<file path="config.mk">
export PLATFORM = sky130hd
export DESIGN_NAME = artt_ctrl
export DESIGN_NICKNAME = d
export VERILOG_FILES = /design/src/hdl/artt_pkg.sv /design/src/hdl/artt_ctrl.sv
export SDC_FILE = /design/constraint.sdc
export NUM_CORES = 1
export LEC_CHECK = 0
export BUFFER_PORTS_ARGS = -buffer_cell sky130_fd_sc_hd__buf_2
export CAP_MARGIN = 10
export CORE_MARGIN = 2
export CORE_UTILIZATION = 35
export CTS_BUF_LIST = sky130_fd_sc_hd__clkbuf_4
export DETAILED_ROUTE_END_ITERATION = 10
export PLACE_DENSITY_LB_ADDON = 0.08
export SETUP_SLACK_MARGIN = 0.05
export SLEW_MARGIN = 20
export SYNTH_ARGS = -nofsm -noshare
export SYNTH_HDL_FRONTEND = slang
export SYNTH_SLANG_ARGS = --single-unit
</file>
<file path="constraint.sdc">
create_clock -name clk -period 5 [get_ports clk]
set_clock_uncertainty 0.2 [all_clocks]
set_input_delay 0.25 -clock clk [delete_from_list [all_inputs] [get_ports clk]]
set_output_delay 0.25 -clock clk [all_outputs]
set_load 0.1 [all_outputs]
</file>
<file path="src/hdl/artt_pkg.sv">
// ----------------------------------------------------------------------------
// artt_pkg
// Types and constants shared by the address region translation table.
// ----------------------------------------------------------------------------
package artt_pkg;

    localparam logic [2:0] MODE_LOOKUP   = 3'd0;
    localparam logic [2:0] MODE_ADD      = 3'd1;
    localparam logic [2:0] MODE_PITCH    = 3'd2;
    localparam logic [2:0] MODE_DEL_ADDR = 3'd3;
    localparam logic [2:0] MODE_DEL_BASE = 3'd4;
    localparam logic [2:0] MODE_DEL_BSZ  = 3'd5;

    localparam logic [1:0] ST_OK   = 2'd0;
    localparam logic [1:0] ST_MISS = 2'd1;
    localparam logic [1:0] ST_FULL = 2'd2;
    localparam logic [1:0] ST_NULL = 2'd3;

    typedef struct packed {
        logic [2:0]         mode;
        logic [63:0]        address;
        logic [63:0]        region_size;
        logic [63:0]        buffer;
        logic [1:0]         dims;
        logic signed [31:0] trace_pitch_in;
        logic signed [31:0] real_pitch_in;
    } artt_in_t;

    typedef struct packed {
        logic [1:0]         status;
        logic               overlapped;
        logic [63:0]        out_pointer;
        logic [63:0]        out_length;
        logic [1:0]         out_dims;
        logic signed [31:0] out_trace_pitch;
        logic signed [31:0] out_real_pitch;
    } artt_out_t;

    // one stored region, data word of the region memory
    typedef struct packed {
        logic [63:0] start;
        logic [63:0] length;
        logic [63:0] base;
        logic [1:0]  dims;
        logic [63:0] pitches;
    } artt_entry_t;

    localparam int ENTRY_W = $bits(artt_entry_t);

    typedef enum logic [2:0] {
        S_IDLE,
        S_SCAN,
        S_TAIL,
        S_FETCH,
        S_WAIT,
        S_RESULT,
        S_OUT
    } artt_state_t;

    typedef struct packed {
        logic start;    // latch item, clear scan
        logic scan;     // compare entry on read data
        logic fetch;    // read chosen entry
        logic finish;   // compute result and write back
    } artt_cmd_t;

    typedef struct packed {
        logic need_fetch;
    } artt_stat_t;

endpackage

</file>
<file path="src/hdl/artt_ctrl.sv">
// ----------------------------------------------------------------------------
// artt_ctrl
// Sequencer: scan of all entries, optional fetch, result, handshake.
// ----------------------------------------------------------------------------
module artt_ctrl #(
    parameter int REGIONS = 64
) (
    input  logic                 clk,
    input  logic                 rst_n,
    input  logic                 in_valid,
    output logic                 in_ready,
    output logic                 out_valid,
    input  logic                 out_ready,
    output artt_pkg::artt_cmd_t  cmd,
    input  artt_pkg::artt_stat_t stat
);

    localparam int CW = $clog2(REGIONS + 1);

    artt_pkg::artt_state_t state_reg, state_next;
    logic [CW-1:0]         cnt_reg, cnt_next;

    always_ff @(posedge clk or negedge rst_n)
    begin
        if (!rst_n)
        begin
            state_reg <= artt_pkg::S_IDLE;
            cnt_reg   <= '0;
        end
        else
        begin
            state_reg <= state_next;
            cnt_reg   <= cnt_next;
        end
    end

    always_comb
    begin
        state_next = state_reg;
        cnt_next   = cnt_reg;
        cmd        = '0;
        in_ready   = 1'b0;
        out_valid  = 1'b0;
        unique case (state_reg)
            artt_pkg::S_IDLE:
            begin
                in_ready = 1'b1;
                if (in_valid)
                begin
                    cmd.start  = 1'b1;
                    cnt_next   = '0;
                    state_next = artt_pkg::S_SCAN;
                end
            end
            artt_pkg::S_SCAN:
            begin
                // one read issued per cycle, compare on the read data in the next cycle
                cmd.scan = 1'b1;
                cnt_next = cnt_reg + 1'b1;
                if (cnt_reg == CW'(REGIONS))
                begin
                    state_next = stat.need_fetch ? artt_pkg::S_FETCH
                                                 : artt_pkg::S_RESULT;
                end
            end
            artt_pkg::S_FETCH:
            begin
                cmd.fetch  = 1'b1;
                state_next = artt_pkg::S_RESULT;
            end
            artt_pkg::S_RESULT:
            begin
                cmd.finish = 1'b1;
                state_next = artt_pkg::S_OUT;
            end
            artt_pkg::S_OUT:
            begin
                out_valid = 1'b1;
                if (out_ready)
                begin
                    state_next = artt_pkg::S_IDLE;
                end
            end
            default:
            begin
                state_next = artt_pkg::S_IDLE;
            end
        endcase
    end

endmodule

</file>
Word level (Yosys, flattened, before mapping) --
Index checks and enable logic that the tools add are counted.
Storage, ports and cells: output and inout bits 6, register bits after elaboration 10, input bits 5
Cells by class: equal/unequal tests 8, add/sub/neg operators 1, reduce and logical (&&, ||, !) cells 4, mux-type cells 14
Operator list (number):
- 3-bit one-hot mux with 5 select lines | 1
- 7-bit one-hot mux with 2 select lines | 1
- 3-bit two-way mux | 4
- 7-bit by 1-bit adder with 7-bit output (second input constant) | 1
- 7-bit equality test (second input constant) | 1
- 1-bit two-way mux | 7
- 7-bit two-way mux | 1
- 3-bit equality test (second input constant) | 2
- 2-bit inequality test (second input constant) | 3
- 3-bit by 1-bit equality test with 1-bit output (second input constant) | 1
- 3-bit by 2-bit equality test with 1-bit output (second input constant) | 1
- 3-bit zero test | 1
- 3-bit AND reduction | 1
- 2-bit AND reduction | 1
- 2-bit nonzero test | 1

Logic depth before layout (Yosys ltp) --
word-level depth 3, mapped depth 5, mapped depth without buffers 4

Worst setup path after synthesis --
Ideal clock, no wire load.
path type register to output, start reg state_reg[0], end out in_ready, stages on the path, launching flop included 3, required time 4.550 ns, slack 1.893 ns, path buffers 1, arrival 2.657 ns, cells stage by stage dfrtp_1 -> clkbuf_1 -> nor3_1
Between the ends: cells in the longest elaborated chain, start to end 2
RTL lines:
- start: declaration | RTL line artt_ctrl.sv:20 | artt_pkg::artt_state_t state_reg, state_next;
- start signal: assignment | RTL line artt_ctrl.sv:27 | state_reg <= artt_pkg::S_IDLE;
- start signal: assignment | RTL line artt_ctrl.sv:32 | state_reg <= state_next;
- 3-bit zero test | RTL line artt_ctrl.sv:44 | unique case (state_reg)
- 1-bit two-way mux | RTL line artt_ctrl.sv:44
- end: declaration | RTL line artt_ctrl.sv:11 | output logic in_ready,
No other way between the ends.

==> summary by stage <==
Worst setup path
The worst setup path endpoint is cmd[3]. The source of the worst register-to-register timing path is state_reg[0]. Across all register-to-register paths, the minimum setup slack is 3.10 ns. The category of the worst setup path capture point is an output pin. The signal on the critical path passes through or4b_1, inv_1, buf_2. Data on the critical path arrives at its endpoint at 2.01 ns.

On the critical path, the stage with the largest delay is an instance of sky130_fd_sc_hd__or4b_1. The endpoint identified for the worst register-to-register timing path is cnt_reg[6]. The type of the worst setup path is flop to output pin. The delay of the slowest cell on the worst path is 0.66 ns. Counting cells, the worst reg-to-reg path comes to 3.

Data on the critical path is required at its endpoint by 4.55 ns. The critical path starts at state_reg[0]. STA classifies the critical path startpoint as a flop. The maximum fanout along the worst path is 13.

STA
The highest achievable clock rate is 0.406 GHz. Of the available clock period, the critical path in the final layout requires 0.493. In this run the tightest slew margin relative to its limit is 0.677.

The hold violation total from the final report is 0. The count of pins over their slew limit came to 0. Adding up every negative setup slack in the final design gives 0 ns. The worst path meets setup with 2.54 ns of slack. Setup repair after global routing left no endpoint under its margin.

Setup violations remaining at the end of the flow were counted as 0. The measured slew at the worst slew-check pin is 0.488 ns. The clock period minus final worst setup slack is 2.46 ns.

Cells and area
In the final design database the tool counted 87 nets. The register with the most flip-flops in the layout has 7 of them. The final core utilization is 0.442. The number of antenna repair diodes is 0. Leaving out filler cells and counting taps, the final layout contains 95. The area growth from synthesis to layout is 15.7%. The share of layout cells above drive strength 1 is 0.190.

Place
The post-DP HPWL is 864 µm. The worst setup slack before clock tree synthesis is 2.84 ns. At the end of routability-driven placement, the weighted congestion stood at 0.732. The total instance count after detailed placement is 90. The number of buffers added on ports is 10.

Floorplan
In this run the core area contains 14 standard-cell rows. The area of the die is 2000 µm². For this configuration, the core starts out at a cell density of 0.382.

The floorplan step set the die height to 44.8 µm. The horizontal extent of the die is 44.8 µm. 11 I/O pins were placed. The floorplan step defined a core boundary enclosing 1520 µm².

Clock tree
Once the clock tree was built, the resizer swapped 0 gates to a different size. The total clock buffers created by CTS is 3. CTS built an H-tree with a depth of 1. The clock slew seen by the registers of the worst setup and hold paths is 0.06 ns. At the later pin of the worst-skew pair, clock insertion delay measures 0.27 ns. CTS saw 10 sinks. The buffer depth of the longest clock path is 2. TritonCTS built the clock tree. The tree is rooted in a sky130_fd_sc_hd__clkbuf_4.

Synthesis
After synthesis, the netlist uses 25 different library cells. Of all flip-flops after synthesis, the portion carrying an async set or reset was 1.00. The synthesized design contains 0 enable-type register cells. The count of state elements after synthesis is 10. The most frequently used flop master after synthesis is sky130_fd_sc_hd__dfrtp_1. Averaged over all synthesized cells, the footprint is 8.82 µm². The post-synthesis cell area is 582 µm². The total nets after synthesis is 73. The share of the Yosys chip area taken by registers is 0.430. After technology mapping, the gate count stands at 66. For this run, the number of Yosys warnings is 0.

Global routing
The global-route track usage on met2 is 0.212. The first-pass GRT wire length is 2210 µm. The number of antenna violations at the first check in global routing came to 0. In this run the most used layer during global routing was met1. The via count of the first global-routing pass is 484. The largest net degree at the start of global routing is 14. For met1 alone, demand over resource in global routing was 0.227. The overall global routing resource usage is 0.159. The total overflow left after global routing is 0. For met3 alone, demand over resource in global routing was 0.0720.

Min path
The class of the tightest hold or removal check is input port to flop.

Routing
Wires add up to 1240 µm. For this block, the initial DRC count from the detailed router was 26. Across all layers, the routed design uses 523 vias. The first-pass iteration count of the detailed router is 4. For this run, design rule violations remaining after detail routing come to 0. After detailed routing, the average wire length per cell comes to 13.0 µm. The detail route stage leaves a number of antenna-violating nets equal to 0. Using the TritonRoute via totals, the vias-per-cell ratio works out to 5.51.

Run status
The flow ran to the end, and the final reports show no timing, DRC or antenna violations.

Flow run
The count of max-cap constraint violations is 0.
## worst min-delay path by stage
stage                     slack, ns            to  depth (start not counted)  startpoint
final                          0.05  state_reg[0]                          3    in_valid
after global routing           0.06  state_reg[0]                          3    in_valid
after CTS                      0.04  state_reg[0]                          3    in_valid
after detailed placement      -0.07    cnt_reg[3]                          1       rst_n
after global placement        -0.08    cnt_reg[2]                          1       rst_n
after floorplan               -0.25    cnt_reg[0]                          0       rst_n
## what timing repair did
| action | 4_1_cts | 5_1_grt |
|---|---|---|
| hold endpoints to repair | 10 | 0 |
| endpoints found under the setup margin | 0 | 0 |
| hold buffers | 1 | 0 |
| setup buffers | 0 | 0 |
## layout by cell type, fill, tap and decap left out
master / count
sky130_fd_sc_hd__dfrtp_1: 10
sky130_fd_sc_hd__buf_2: 10
sky130_fd_sc_hd__nand3_1: 8
sky130_fd_sc_hd__inv_1: 6
sky130_fd_sc_hd__nand2_1: 6
sky130_fd_sc_hd__a21oi_1: 5
sky130_fd_sc_hd__nor2_1: 4
sky130_fd_sc_hd__o21ai_0: 4
sky130_fd_sc_hd__or4_1: 3
sky130_fd_sc_hd__clkbuf_4: 3
sky130_fd_sc_hd__nor3_1: 2
sky130_fd_sc_hd__o211ai_1: 2
sky130_fd_sc_hd__ha_1: 2
sky130_fd_sc_hd__or3b_4: 1
sky130_fd_sc_hd__and3_2: 1
sky130_fd_sc_hd__or4b_1: 1
sky130_fd_sc_hd__nor4_1: 1
sky130_fd_sc_hd__a41oi_1: 1
sky130_fd_sc_hd__nand4b_1: 1
sky130_fd_sc_hd__nor3b_1: 1
sky130_fd_sc_hd__a221oi_1: 1
sky130_fd_sc_hd__or3_1: 1
sky130_fd_sc_hd__xor2_1: 1
sky130_fd_sc_hd__o21a_1: 1
sky130_fd_sc_hd__o31ai_1: 1
sky130_fd_sc_hd__clkinv_1: 1
sky130_fd_sc_hd__dlygate4sd3_1: 1
## kinds of logic (layout without fill, tap and decap cells)
family                     count (synthesis)  after routing  share of synthesized area
AOI/OAI and AO/OA                         15             15                      0.159
xor gates and xnor gates                   1              1                     0.0151
adders and majority gates                  2              2                     0.0430
buffers and inverters                      8             21                     0.0645
DFF                                       10             10                      0.430
and+or+nand+nor                           30             30                      0.288
## metal layers
layer	wire length [µm]	up-vias	part of all wire
met5	0	-	0
met4	20	0	0.016
met3	65	4	0.052
met2	532	12	0.43
met1	621	239	0.50
li1	-	268	-
## cells in the mapped netlist (2+ instances only)
cell type | instances | area share
sky130_fd_sc_hd__o21ai_0 | 4 | 0.034
sky130_fd_sc_hd__nand2_1 | 6 | 0.039
sky130_fd_sc_hd__dfrtp_1 | 10 | 0.43
sky130_fd_sc_hd__nor3_1 | 2 | 0.017
sky130_fd_sc_hd__or4_1 | 3 | 0.039
sky130_fd_sc_hd__ha_1 | 2 | 0.043
sky130_fd_sc_hd__inv_1 | 6 | 0.039
sky130_fd_sc_hd__a21oi_1 | 5 | 0.043
sky130_fd_sc_hd__nand3_1 | 8 | 0.069
sky130_fd_sc_hd__nor2_1 | 4 | 0.026
sky130_fd_sc_hd__o211ai_1 | 2 | 0.026
## critical path, delay by kind of cell, from the launching register on
| family | cells | cell delay [ns] |
|---|---|---|
| simple gates | 1 | 0.66 |
| buf+inv | 2 | 0.59 |
| flops | 1 | 0.50 |
## area by class of cell
cell class              instances  area (µm²)
multi-input cells              48         294
fillers                       161         851
repair buffers                 11        60.1
clock inverters                 1        3.75
inverters                       6        22.5
flip-flops and latches         10         250
clock buffers                   3        22.5
well taps                      16        20.0
## through the flow
stage	hold WS [ns]	area, µm²
2_1_floorplan	-0.246	582
3_3_place_gp	-0.0770	637
3_5_place_dp	-0.0701	637
4_1_cts	0.0438	673
5_1_grt	0.0559	673
6_report	0.0472	673
Power is not shown: default switching activity piles up to over one toggle a cycle in this logic, so the estimate is an artifact.
